--- src/rtl/core/prpi_pkg.sv ---
// ----------------------------------------------------------------------------
// prpi_pkg
// Shared types, widths, mode codes and datapath operation codes of the
// PageRank power iteration unit.
// ----------------------------------------------------------------------------
package prpi_pkg;

  localparam int MAX_NODES      = 1024;
  localparam int MAX_EDGES      = 4096;
  localparam int RANK_FRAC_BITS = 31;

  localparam int RANK_W     = RANK_FRAC_BITS + 1;
  localparam int NODE_AW    = $clog2(MAX_NODES);
  localparam int EDGE_AW    = $clog2(MAX_EDGES);
  localparam int NODE_CNT_W = 11;
  localparam int IN_CNT_W   = 13;
  localparam int OD_W       = 11;
  localparam int ITER_W     = 16;
  localparam int MODE_W     = 2;
  localparam int CFG_IDX_W  = 2;
  localparam int CFG_DATA_W = 32;

  // Accumulators of per-node terms over up to MAX_NODES nodes.
  localparam int DIV_NUM_W = RANK_W + NODE_CNT_W;
  localparam int DIV_DEN_W = OD_W;
  localparam int LEAK_W    = DIV_NUM_W + 1;
  localparam int PROD_W    = 2 * RANK_W;

  localparam logic [RANK_W-1:0] RANK_ONE = RANK_W'(1) << RANK_FRAC_BITS;

  localparam logic [NODE_CNT_W-1:0] NODE_CNT_MAX = NODE_CNT_W'(MAX_NODES);

  localparam logic [CFG_DATA_W-1:0] DAMPING_RST    = 32'd1825361101;
  localparam logic [CFG_DATA_W-1:0] EPSILON_RST    = 32'd214748;
  localparam logic [ITER_W-1:0]     MAX_ITER_RST   = 16'd1000;
  localparam logic [NODE_CNT_W-1:0] NODE_COUNT_RST = 11'd1;

  // Item modes.
  localparam logic [MODE_W-1:0] MODE_WR_NODE = 2'd0;
  localparam logic [MODE_W-1:0] MODE_WR_EDGE = 2'd1;
  localparam logic [MODE_W-1:0] MODE_RUN     = 2'd2;
  localparam logic [MODE_W-1:0] MODE_RD_RANK = 2'd3;

  // Configuration register indexes.
  localparam logic [CFG_IDX_W-1:0] CFG_NODE_COUNT = 2'd0;
  localparam logic [CFG_IDX_W-1:0] CFG_DAMPING    = 2'd1;
  localparam logic [CFG_IDX_W-1:0] CFG_EPSILON    = 2'd2;
  localparam logic [CFG_IDX_W-1:0] CFG_MAX_ITER   = 2'd3;

  // Result kinds.
  localparam logic KIND_RUN  = 1'b0;
  localparam logic KIND_RANK = 1'b1;

  // Datapath operations issued by the controller.
  localparam int OP_W = 5;
  localparam logic [OP_W-1:0] OP_NONE         = 5'd0;
  localparam logic [OP_W-1:0] OP_WR_NODE      = 5'd1;
  localparam logic [OP_W-1:0] OP_WR_EDGE      = 5'd2;
  localparam logic [OP_W-1:0] OP_RD_RANK      = 5'd3;
  localparam logic [OP_W-1:0] OP_RESULT_RANK  = 5'd4;
  localparam logic [OP_W-1:0] OP_RUN_INIT     = 5'd5;
  localparam logic [OP_W-1:0] OP_PASS_INIT    = 5'd6;
  localparam logic [OP_W-1:0] OP_REC_RD       = 5'd7;
  localparam logic [OP_W-1:0] OP_PART_ZERO    = 5'd8;
  localparam logic [OP_W-1:0] OP_EDGE_INIT    = 5'd9;
  localparam logic [OP_W-1:0] OP_EDGE_RD      = 5'd10;
  localparam logic [OP_W-1:0] OP_SRC_RD       = 5'd11;
  localparam logic [OP_W-1:0] OP_CONTRIB_DIV  = 5'd12;
  localparam logic [OP_W-1:0] OP_SUM_ADD      = 5'd13;
  localparam logic [OP_W-1:0] OP_MUL          = 5'd14;
  localparam logic [OP_W-1:0] OP_PART_WR      = 5'd15;
  localparam logic [OP_W-1:0] OP_LEAK_DIV     = 5'd16;
  localparam logic [OP_W-1:0] OP_LEAK_SET     = 5'd17;
  localparam logic [OP_W-1:0] OP_UPD_RD       = 5'd18;
  localparam logic [OP_W-1:0] OP_UPD_WR       = 5'd19;
  localparam logic [OP_W-1:0] OP_ITER_INC     = 5'd20;
  localparam logic [OP_W-1:0] OP_RESULT_RUN   = 5'd21;

  typedef struct packed {
    logic [IN_CNT_W-1:0] in_count;
    logic [EDGE_AW-1:0]  in_start;
    logic [OD_W-1:0]     out_degree;
  } node_rec_t;

  typedef struct packed {
    logic cnt_zero;
    logic od_zero;
    logic k_last;
    logic j_last;
    logic div_done;
    logic dist_lt_eps;
    logic iter_at_cap;
  } prpi_status_t;

endpackage

--- src/rtl/core/prpi_ctrl.sv ---
// ----------------------------------------------------------------------------
// prpi_ctrl
// Sequencer that walks loads, rank reads and power iteration passes.
// ----------------------------------------------------------------------------
module prpi_ctrl import prpi_pkg::*; (
  input  logic              clk_i,
  input  logic              rst_ni,
  input  logic              start_i,
  input  logic [MODE_W-1:0] mode_i,
  input  prpi_status_t      status_i,
  output logic [OP_W-1:0]   op_o,
  output logic              busy_o
);

  localparam int ST_W = 5;
  localparam logic [ST_W-1:0] S_IDLE      = 5'd0;
  localparam logic [ST_W-1:0] S_RD_OUT    = 5'd1;
  localparam logic [ST_W-1:0] S_REC_RD    = 5'd2;
  localparam logic [ST_W-1:0] S_REC_CHK   = 5'd3;
  localparam logic [ST_W-1:0] S_EDGE_RD   = 5'd4;
  localparam logic [ST_W-1:0] S_SRC_RD    = 5'd5;
  localparam logic [ST_W-1:0] S_SRC_CHK   = 5'd6;
  localparam logic [ST_W-1:0] S_DIV_WAIT  = 5'd7;
  localparam logic [ST_W-1:0] S_SUM_ADD   = 5'd8;
  localparam logic [ST_W-1:0] S_MUL       = 5'd9;
  localparam logic [ST_W-1:0] S_PART      = 5'd10;
  localparam logic [ST_W-1:0] S_LEAK_DIV  = 5'd11;
  localparam logic [ST_W-1:0] S_LEAK_WAIT = 5'd12;
  localparam logic [ST_W-1:0] S_LEAK_SET  = 5'd13;
  localparam logic [ST_W-1:0] S_UPD_RD    = 5'd14;
  localparam logic [ST_W-1:0] S_UPD_WR    = 5'd15;
  localparam logic [ST_W-1:0] S_ITER      = 5'd16;
  localparam logic [ST_W-1:0] S_CHECK     = 5'd17;
  localparam logic [ST_W-1:0] S_FINISH    = 5'd18;

  logic [ST_W-1:0] state_q, state_d;

  always_comb begin
    state_d = state_q;
    op_o    = OP_NONE;
    case (state_q)
      S_IDLE: begin
        if (start_i) begin
          case (mode_i)
            MODE_WR_NODE: op_o = OP_WR_NODE;
            MODE_WR_EDGE: op_o = OP_WR_EDGE;
            MODE_RUN: begin
              op_o    = OP_RUN_INIT;
              state_d = S_REC_RD;
            end
            default: begin
              op_o    = OP_RD_RANK;
              state_d = S_RD_OUT;
            end
          endcase
        end
      end
      S_RD_OUT: begin
        op_o    = OP_RESULT_RANK;
        state_d = S_IDLE;
      end
      S_REC_RD: begin
        op_o    = OP_REC_RD;
        state_d = S_REC_CHK;
      end
      S_REC_CHK: begin
        if (status_i.cnt_zero) begin
          op_o    = OP_PART_ZERO;
          state_d = status_i.j_last ? S_LEAK_DIV : S_REC_RD;
        end else begin
          op_o    = OP_EDGE_INIT;
          state_d = S_EDGE_RD;
        end
      end
      S_EDGE_RD: begin
        op_o    = OP_EDGE_RD;
        state_d = S_SRC_RD;
      end
      S_SRC_RD: begin
        op_o    = OP_SRC_RD;
        state_d = S_SRC_CHK;
      end
      S_SRC_CHK: begin
        if (status_i.od_zero) begin
          state_d = S_SUM_ADD;
        end else begin
          op_o    = OP_CONTRIB_DIV;
          state_d = S_DIV_WAIT;
        end
      end
      S_DIV_WAIT: begin
        if (status_i.div_done) begin
          state_d = S_SUM_ADD;
        end
      end
      S_SUM_ADD: begin
        op_o    = OP_SUM_ADD;
        state_d = status_i.k_last ? S_MUL : S_EDGE_RD;
      end
      S_MUL: begin
        op_o    = OP_MUL;
        state_d = S_PART;
      end
      S_PART: begin
        op_o    = OP_PART_WR;
        state_d = status_i.j_last ? S_LEAK_DIV : S_REC_RD;
      end
      S_LEAK_DIV: begin
        op_o    = OP_LEAK_DIV;
        state_d = S_LEAK_WAIT;
      end
      S_LEAK_WAIT: begin
        if (status_i.div_done) begin
          state_d = S_LEAK_SET;
        end
      end
      S_LEAK_SET: begin
        op_o    = OP_LEAK_SET;
        state_d = S_UPD_RD;
      end
      S_UPD_RD: begin
        op_o    = OP_UPD_RD;
        state_d = S_UPD_WR;
      end
      S_UPD_WR: begin
        op_o    = OP_UPD_WR;
        state_d = status_i.j_last ? S_ITER : S_UPD_RD;
      end
      S_ITER: begin
        op_o    = OP_ITER_INC;
        state_d = S_CHECK;
      end
      S_CHECK: begin
        if (status_i.dist_lt_eps || status_i.iter_at_cap) begin
          state_d = S_FINISH;
        end else begin
          op_o    = OP_PASS_INIT;
          state_d = S_REC_RD;
        end
      end
      S_FINISH: begin
        op_o    = OP_RESULT_RUN;
        state_d = S_IDLE;
      end
      default: state_d = S_IDLE;
    endcase
  end

  always_ff @(posedge clk_i or negedge rst_ni) begin
    if (!rst_ni) begin
      state_q <= S_IDLE;
    end else begin
      state_q <= state_d;
    end
  end

  assign busy_o = (state_q != S_IDLE);

endmodule

--- config.mk ---
export PLATFORM = sky130hd
export DESIGN_NAME = prpi_ctrl
export DESIGN_NICKNAME = d
export VERILOG_FILES = /design/src/rtl/core/prpi_pkg.sv /design/src/rtl/core/prpi_ctrl.sv
export SDC_FILE = /design/constraint.sdc
export NUM_CORES = 1
export LEC_CHECK = 0
export BUFFER_PORTS_ARGS = -buffer_cell sky130_fd_sc_hd__buf_2
export CAP_MARGIN = 0
export CORE_ASPECT_RATIO = 0.8
export CORE_MARGIN = 1.5
export CORE_UTILIZATION = 51
export CTS_BUF_LIST = sky130_fd_sc_hd__clkbuf_8
export CTS_CLUSTER_DIAMETER = 100
export DETAILED_ROUTE_END_ITERATION = 12
export PLACE_DENSITY_LB_ADDON = 0.12
export SYNTH_ARGS = -nofsm -noshare
export SYNTH_HDL_FRONTEND = slang
export SYNTH_SLANG_ARGS = --single-unit
--- constraint.sdc ---
create_clock -name clk_i -period 1.89 [get_ports clk_i]
set_clock_uncertainty 0.1 [all_clocks]
set_input_delay 0 -clock clk_i [delete_from_list [all_inputs] [get_ports clk_i]]
set_output_delay 0 -clock clk_i [all_outputs]
set_load 0.1 [all_outputs]
==> run_results.csv, run 1 <==
group,metric,value,unit
yosys,yosys.area.top_type_share,0.142,
cts,htreeDepth,1,
drt,drc,0,
floorplan,die-width,49.5,um
global_route,grt.met3_usage,0.0597,
yosys,yosys_warnings,0,
worst_setup_path,critical_path_required,1790,ps
timing,timing.final.crit_share,1.03,
cts,clock_latency,230,ps
floorplan,core_area,1630,sq um
floorplan,die_area,1990,sq um
yosys,ys_types,55,
hold_path,hp-start,"status_i[3]",
yosys,synthCells,114,
drt,drtPass1Iterations,4,
floorplan,rows,13,
timing,slew_viol_final,0,
global_route,grtUsageTotal,0.309,
timing,fin_crit,1950,ps
status,violations,"negative setup slack",
finish,instances_no_fill,163,
hold_path,hold_path.class,"in -> reg",
drt,final_antenna_net_count,0,
finish,syn_to_final_growth,47.6,%
finish,diodes,0,
cts,clkTransAtPathRegs,40,ps
power,peakVddDrop,823,uV
power,cellPowerDensity,1320,nW/um^2
timing,hold_ws,14.5,ps
placed_design,dp_hpwl,1750,um
global_route,antenna_found_initial,0,
yosys,synth_top_flop_cell,"dfrtp_1",
worst_setup_path,cp_top_family,"simple AND/OR/NAND/NOR gates",
placed_design,place_inst,151,
yosys,ys_top_cells_by_count,"9 x nor2_1, 8 x o21ai_0, 6 x nand2_1",
worst_setup_path,worst_setup_path_end_kind,"output pin",
cts,clock-sinks,5,
yosys,syn_area,883,sq um
yosys,synth_nets,126,
cts,cts_tree,"yes",
yosys,synth_seq_cells,5,
yosys,ys_top_cells_by_area,"dfrtp_1 14%, o21ai_0 4.5%, nor2_1 3.8%, buf_6 3.8%, nand4b_1 3.0%",
drt,viasPerCell,6.20,
timing,slew_headroom,0.681,
worst_setup_path,crit_fanout,4,
finish,drive_above_1_share,0.426,
floorplan,ios,18,
global_route,grt.busiest_layer,"met2",
drt,post_drt_wl_per_cell,17.2,um
global_route,grt_pass1_wl,4490,um
finish,fillers,102,
placed_design,place.gp.congestion,0.952,
floorplan,die_height,40.2,um
finish,multi_input_area,717,sq um
cts,cts_buffer_depth,2,
status,status,"finished with violations",
drt,totalWireLength,2810,um
worst_setup_path,path_buf_inv,1,
global_route,met2_usage,0.497,
worst_setup_path,slowest_delay,540,ps
yosys,synth.avg_cell_area,7.75,sq um
global_route,grt_max_degree,28,
timing,worstMarginPinSlew,482,ps
finish,top_register,"state_q",
cts,cts-root-buf,"clkbuf_8",
floorplan,start_util,0.543,
placed_design,io_buffers,17,
worst_setup_path,crit_slowest_cell,"or4_4",
power,p_leak,0.530,nW
yosys,synth_most_common_cell,"nor2_1",
finish,final_net_count,154,
power,power,1.72,mW
yosys,yosysTopAreaCell,"dfrtp_1",
finish,reg_top3,"state_q (5)",
worst_setup_path,cp_cell_sequence,"or4_4, nor2_4, nand2_4, o221ai_4, buf_12",
global_route,grt_use_met1,0.426,
global_route,gr-total-overflow,0,
worst_setup_path,reg2reg_from,"state_q[2]",
worst_setup_path,setup.worst_path.class,"reg -> out",
timing,report.final.hold_viol_count,0,
finish,seq_area,129,sq um
global_route,first_global_vias,937,
timing,setup_violations,3,
drt,drt-initial-drc-count,33,
job,cap_violations,0,
timing,rsz0062_at_grt,"true",
worst_setup_path,startpoint_type,"flop",
drt,vias,1011,
timing,fmax,0.513,GHz
timing,tns,-137,ps
yosys,ys_seq_area_frac,0.142,
timing,setup_ws,-57.8,ps
cts,cts_buffers,3,
worst_setup_path,startpoint,"state_q[4]",
yosys,synthArstFlopShare,1.00,
worst_setup_path,worst_ep_arrival_time,1850,ps
yosys,synth_edf_count,0,
placed_design,pre_cts_ws,171,ps
finish,largest_reg_flops,5,
==> worst register-to-register path: cells and delay by family (launching register included) <==
kind / cells / cell delay, ps
buffers and inverters: 2 / 400
AO/OA/AOI/OAI: 2 / 200
multiplexers: 1 / 490
AND/OR/NAND/NOR: 1 / 60
flip-flops: 1 / 380
==> path summary, 6_finish.rpt <==
kind                                   end  slack (ps)  cells after the start
max in group asynchronous       state_q[3]        1510                      2
worst min-delay path            state_q[4]          10                      3
worst max-delay path               op_o[1]         -60                      5
worst min register to register  state_q[4]         590                      2
worst max register to register  state_q[2]         140                      6
min in group asynchronous       state_q[2]          30                      2
==> cell usage in the layout (no fill, tap or decap), drive strengths merged, types with 2 or more instances in the layout <==
cell / netlist / final
and2: 2 / 2
nor2b: 2 / 2
nor3b: 3 / 3
nand3: 2 / 2
clkbuf: 3 / 3
or3: 2 / 2
and3b: 2 / 2
a21oi: 4 / 4
a21o: 2 / 2
dfrtp: 5 / 5
o221ai: 3 / 3
nand2b: 2 / 2
nand2: 7 / 7
mux2i: 2 / 2
buf: 9 / 33
o21ai: 13 / 13
nand4b: 3 / 3
a31oi: 2 / 2
a211oi: 2 / 2
o211ai: 3 / 3
nor2: 11 / 11
o32ai: 2 / 2
inv: 6 / 7
or3b: 3 / 3
==> final cells by class <==
class                   count  area share
multi-input cells          91       0.550
repair buffers             35       0.276
flip-flops and latches      5      0.0988
clock buffers               3      0.0317
well taps                  22      0.0211
inverters                   6      0.0192
clock inverters             1     0.00288
==> through the flow <==
step,util,cell area [sq um]
floorplan,-,942
global route,0.802,1300
finish,0.802,1300
detailed placement,0.708,1150
global placement,0.708,1150
CTS,0.792,1290
==> logic make-up (layout without fill, tap and decap cells) <==
kind of cell,after synthesis,after routing,synth area share
AO/OA/AOI/OAI,41,41,0.329
XOR/XNOR,1,1,0.00992
buffers and inverters,18,45,0.130
flip-flops,5,5,0.142
multiplexers,4,4,0.0609
AND/OR/NAND/NOR,45,45,0.329
==> per-layer routing <==
metal  up-vias  part of all wire
met3         2             0.059
li1        484                 -
met2        43              0.46
met1       482              0.47
met5         -                 0
met4         0            0.0068
==> power breakdown <==
part	switching, mW	total (mW)	internal, mW
Clock	0.0639	0.204	0.140
Sequential	0.0295	0.155	0.126
Combinational	0.824	1.36	0.539
Total	0.917	1.72	0.805
==> repair_timing <==
| item | in CTS | in global routing |
|---|---|---|
| endpoints found under the setup margin | 3 | 4 |
| buffers inserted | 6 | 0 |
| gates resized for setup | 2 | 5 |
| hold endpoints to repair | 5 | 0 |
| pin swaps | 0 | 1 |
| hold buffers | 1 | 0 |
| cloned | 1 | 0 |
Note: power is estimated with default switching activity, not from simulation.
==> run 2, diff against run 1 <==
RECOVER_POWER = 50   (was unset)
==> run_results.csv, run 2 (synthesis results as in run 1) <==
group,metric,value,unit
cts,cts_buffer_depth,2,
drt,post_drt_wl_per_cell,16.8,um
finish,final_common_cell,"buf_4",
timing,report.final.hold_viol_count,0,
finish,instances_no_fill,163,
drt,drc,0,
finish,final_net_count,154,
finish,drive_above_1_share,0.411,
cts,cts-root-buf,"clkbuf_8",
floorplan,die-width,49.5,um
finish,diodes,0,
finish,layout_common_cells,"13 x buf_4, 11 x buf_2, 8 x nor2_1, 8 x o21ai_0, 8 x buf_12",
status,status,"finished with violations",
job,cap_violations,0,
drt,totalWireLength,2740,um
timing,slew_viol_final,0,
placed_design,dp_hpwl,1750,um
power,power,1.72,mW
drt,drtPass1Iterations,4,
floorplan,rows,13,
floorplan,die_height,40.2,um
floorplan,ios,18,
global_route,grtUsageTotal,0.309,
placed_design,io_buffers,17,
drt,final_antenna_net_count,0,
worst_setup_path,critical_path_required,1790,ps
worst_setup_path,worst_ep_arrival_time,1850,ps
drt,vias,1032,
finish,largest_reg_flops,5,
worst_setup_path,worst_setup_path_end_kind,"output pin",
worst_setup_path,startpoint_type,"flop",
timing,hold_ws,14.4,ps
drt,viasPerCell,6.33,
finish,fillers,103,
placed_design,place.gp.congestion,0.952,
timing,slew_headroom,0.681,
cts,cts_buffers,3,
timing,setup_ws,-61.7,ps
timing,rsz0062_at_grt,"true",
power,cellPowerDensity,1320,nW/um^2
global_route,first_global_vias,937,
timing,worstMarginPinSlew,482,ps
global_route,gr-total-overflow,0,
finish,syn_to_final_growth,47.2,%
cts,clock-sinks,5,
finish,reg_top3,"state_q (5)",
global_route,antenna_found_initial,0,
cts,cts_tree,"yes",
timing,setup_violations,3,
global_route,grt_pass1_wl,4490,um
drt,drt-initial-drc-count,32,
global_route,grt_max_degree,28,
floorplan,core_area,1630,sq um
status,violations,"negative setup slack",
cts,clkTransAtPathRegs,40,ps
worst_setup_path,setup.worst_path.class,"reg -> out",
finish,top_register,"state_q",
placed_design,place_inst,151,
hold_path,hold_path.class,"in -> reg",
power,peakVddDrop,821,uV
worst_setup_path,crit_fanout,4,
timing,timing.final.crit_share,1.03,
timing,fin_crit,1950,ps
cts,clock_latency,230,ps
cts,htreeDepth,1,
floorplan,die_area,1990,sq um
floorplan,start_util,0.543,
power,p_leak,0.528,nW
timing,fmax,0.512,GHz
==> run 2: critical path: stages, from the launching register on <==
cell,delay [ps]
dfrtp_2,440
or4_4,540
nor2_4,130
nand2_4,90
o221ai_4,220
buf_12,200
==> run 2: final timing paths <==
path / start / to / slack [ps] / cells after the start
setup / recovery: state_q[4] / op_o[1] / -60 / 5
setup reg to reg: state_q[2] / state_q[2] / 140 / 6
max in group asynchronous: rst_ni / state_q[3] / 1390 / 2
min in group asynchronous: rst_ni / state_q[2] / 60 / 2
hold / removal: status_i[3] / state_q[4] / 10 / 3
hold reg to reg: state_q[4] / state_q[4] / 590 / 2
==> run 2: through the flow <==
stage	utilization	setup slack [ps]	cell area, sq um	TNS [ps]
finish	0.799	-61.7	1300	-122
global route	0.799	-94.0	1300	-227
CTS	0.792	-50.7	1290	-88.7
detailed placement	0.708	171	1150	0
global placement	0.708	186	1150	0
floorplan	-	-55.6	942	-111
==> run 2: cell type report <==
type	count	area, sq um	share of cell area
clock buffers	3	41.3	0.0318
flip-flops and latches	5	129	0.0991
clock inverters	1	3.75	0.00289
inverters	6	25.0	0.0192
repair buffers	35	359	0.276
well taps	22	27.5	0.0212
multi-input cells	91	714	0.550
==> run 2: metal layers <==
metal / GRT usage / vias up / wire length [um]
li1: - / 485 / -
met1: 0.426 / 492 / 1260
met2: 0.497 / 53 / 1310
met3: 0.0597 / 2 / 150
met4: 0.0903 / 0 / 17
met5: 0 / - / 0
==> run 2: power by group <==
part	internal, mW	leakage, nW	switching [mW]
clock network	0.140	0.0269	0.0658
registers	0.126	0.0639	0.0280
logic	0.539	0.437	0.820
total	0.805	0.528	0.914
==> run 2: what timing repair did <==
item	4_1_cts	5_1_grt
buffers inserted	6	0
resized for setup	2	5
gates cloned	1	0
setup endpoints to repair	3	4
hold endpoints to repair	5	0
pin swaps	0	1
hold buffers	1	0
==> run 3, diff against run 2 <==
HOLD_SLACK_MARGIN = 0.06   (was unset)
==> run_results.csv, run 3 (synthesis results as in run 1) <==
group,metric,value,unit
status,status,"finished with violations",
status,violations,"negative setup slack",
timing,tns,-119,ps
placed_design,place_inst,151,
hold_path,hold_depth,4,
drt,final_antenna_net_count,0,
global_route,grt_max_degree,28,
drt,totalWireLength,3000,um
worst_setup_path,r2r_cells,6,
worst_setup_path,endpoint,"op_o[1]",
finish,layout_common_cells,"13 x buf_4, 12 x buf_2, 8 x o21ai_0, 8 x buf_12, 7 x nor2_1",
global_route,antenna_found_initial,0,
placed_design,io_buffers,17,
worst_setup_path,reg2reg_slack,120,ps
drt,met2_length,1370,um
worst_setup_path,worst_ep_arrival_time,1850,ps
floorplan,die_area,1990,sq um
drt,maxUsedRoutingLayer,"met4",
finish,top_register,"state_q",
global_route,first_global_vias,946,
finish,seq_area,129,sq um
drt,drtPass1Iterations,4,
finish,syn_to_final_growth,52.4,%
worst_setup_path,worst_setup_path_end_kind,"output pin",
floorplan,start_util,0.543,
cts,cts_tree,"yes",
floorplan,rows,13,
timing,fmax,0.513,GHz
drt,drc,0,
power,p_leak,0.542,nW
floorplan,core_area,1630,sq um
timing,setup_ws,-60.9,ps
timing,worstMarginPinSlew,482,ps
timing,setup_violations,3,
cts,htreeDepth,1,
drt,route.met3.wl,158,um
timing,fin_crit,1950,ps
global_route,gr-total-overflow,0,
finish,largest_reg_flops,5,
finish,final_net_count,157,
drt,post_drt_wl_per_cell,18.1,um
finish,reg_top3,"state_q (5)",
finish,final_common_cell,"buf_4",
timing,report.final.hold_viol_count,0,
global_route,grt_pass1_wl,4570,um
finish,instances_no_fill,166,
power,cellPowerDensity,1290,nW/um^2
cts,clock_latency,230,ps
cts,cts_buffer_depth,2,
floorplan,die-width,49.5,um
placed_design,dp_hpwl,1750,um
cts,clock-sinks,5,
global_route,grtUsageTotal,0.316,
cts,clkTransAtPathRegs,40,ps
finish,fillers,91,
drt,viasPerCell,6.42,
worst_setup_path,reg2reg_from,"state_q[1]",
worst_setup_path,timing.rr.end,"state_q[1]",
hold_path,hold_path.class,"in -> reg",
floorplan,die_height,40.2,um
finish,multi_input_area,729,sq um
cts,cts_buffers,3,
drt,vias,1066,
floorplan,ios,18,
timing,slew_viol_final,0,
timing,slew_headroom,0.681,
timing,rsz0062_at_grt,"true",
worst_setup_path,setup.worst_path.class,"reg -> out",
timing,timing.final.crit_share,1.03,
placed_design,place.gp.congestion,0.952,
drt,drt-initial-drc-count,73,
worst_setup_path,startpoint,"state_q[4]",
worst_setup_path,startpoint_type,"flop",
finish,drive_above_1_share,0.424,
drt,wl_met1,1420,um
job,cap_violations,0,
worst_setup_path,crit_fanout,4,
cts,cts-root-buf,"clkbuf_8",
worst_setup_path,critical_path_required,1790,ps
finish,diodes,0,
power,peakVddDrop,853,uV
==> run 3: cell types whose count changed in the layout (fill, tap and decap cells not counted) <==
| cell | delta |
|---|---|
| a211oi_2 | -1 |
| or3_1 | -1 |
| dlygate4sd3_1 | +3 |
| nor2_2 | +1 |
| or3_4 | +1 |
| clkbuf_1 | -1 |
| a211oi_4 | +1 |
| nor2_1 | -1 |
| buf_2 | +1 |
==> run 3: critical path, stage by stage, from the launching register on <==
cell      delay (ps)
dfrtp_2          440
or4_4            540
nor2_4           130
nand2_4           90
o221ai_4         220
buf_12           200
==> run 3: timing repair <==
item | in CTS | in global routing
hold endpoints to repair | 8 | 0
hold buffers | 4 | 0
endpoints found under the setup margin | 3 | 4
resized for setup | 2 | 8
pin swaps | 0 | 3
buffers inserted | 6 | 0
cloned | 1 | 0
==> run 3: area by class of cell <==
type	instances	area share
clock buffer	3	0.0307
clock inverter	1	0.00279
inverter	6	0.0186
multi-input combinational	91	0.542
sequential	5	0.0957
tap	22	0.0204
timing repair buffer	38	0.290
==> run 3: metrics by stage <==
stage / hold slack (ps) / total power [mW] / setup WS, ps / util / cell area (sq um)
global route: 97.6 / 1.81 / -113 / 0.828 / 1350
global placement: -285 / 1.43 / 186 / 0.708 / 1150
detailed placement: -284 / 1.44 / 171 / 0.708 / 1150
finish: 88.3 / 1.74 / -60.9 / 0.828 / 1350
floorplan: -396 / 1.11 / -55.6 / - / 942
CTS: 75.4 / 1.70 / -50.7 / 0.810 / 1320
==> run 3: worst min path at each step <==
stage                           start         end  slack, ps
after floorplan                rst_ni  state_q[0]       -400
after global placement         rst_ni  state_q[2]       -280
after detailed placement       rst_ni  state_q[0]       -280
after CTS                 status_i[0]  state_q[4]         80
after global routing      status_i[1]  state_q[4]        100
final                     status_i[0]  state_q[4]         90
==> run 3: per-layer routing <==
metal,vias to the layer above,track usage
met1,521,0.439
met2,43,0.503
met3,12,0.0597
met5,-,0
li1,490,-
met4,0,0.0972
==> run 3: where the power goes <==
part,switching (mW),internal [mW]
clock,0.0649,0.140
sequential,0.0286,0.126
combinational,0.835,0.547
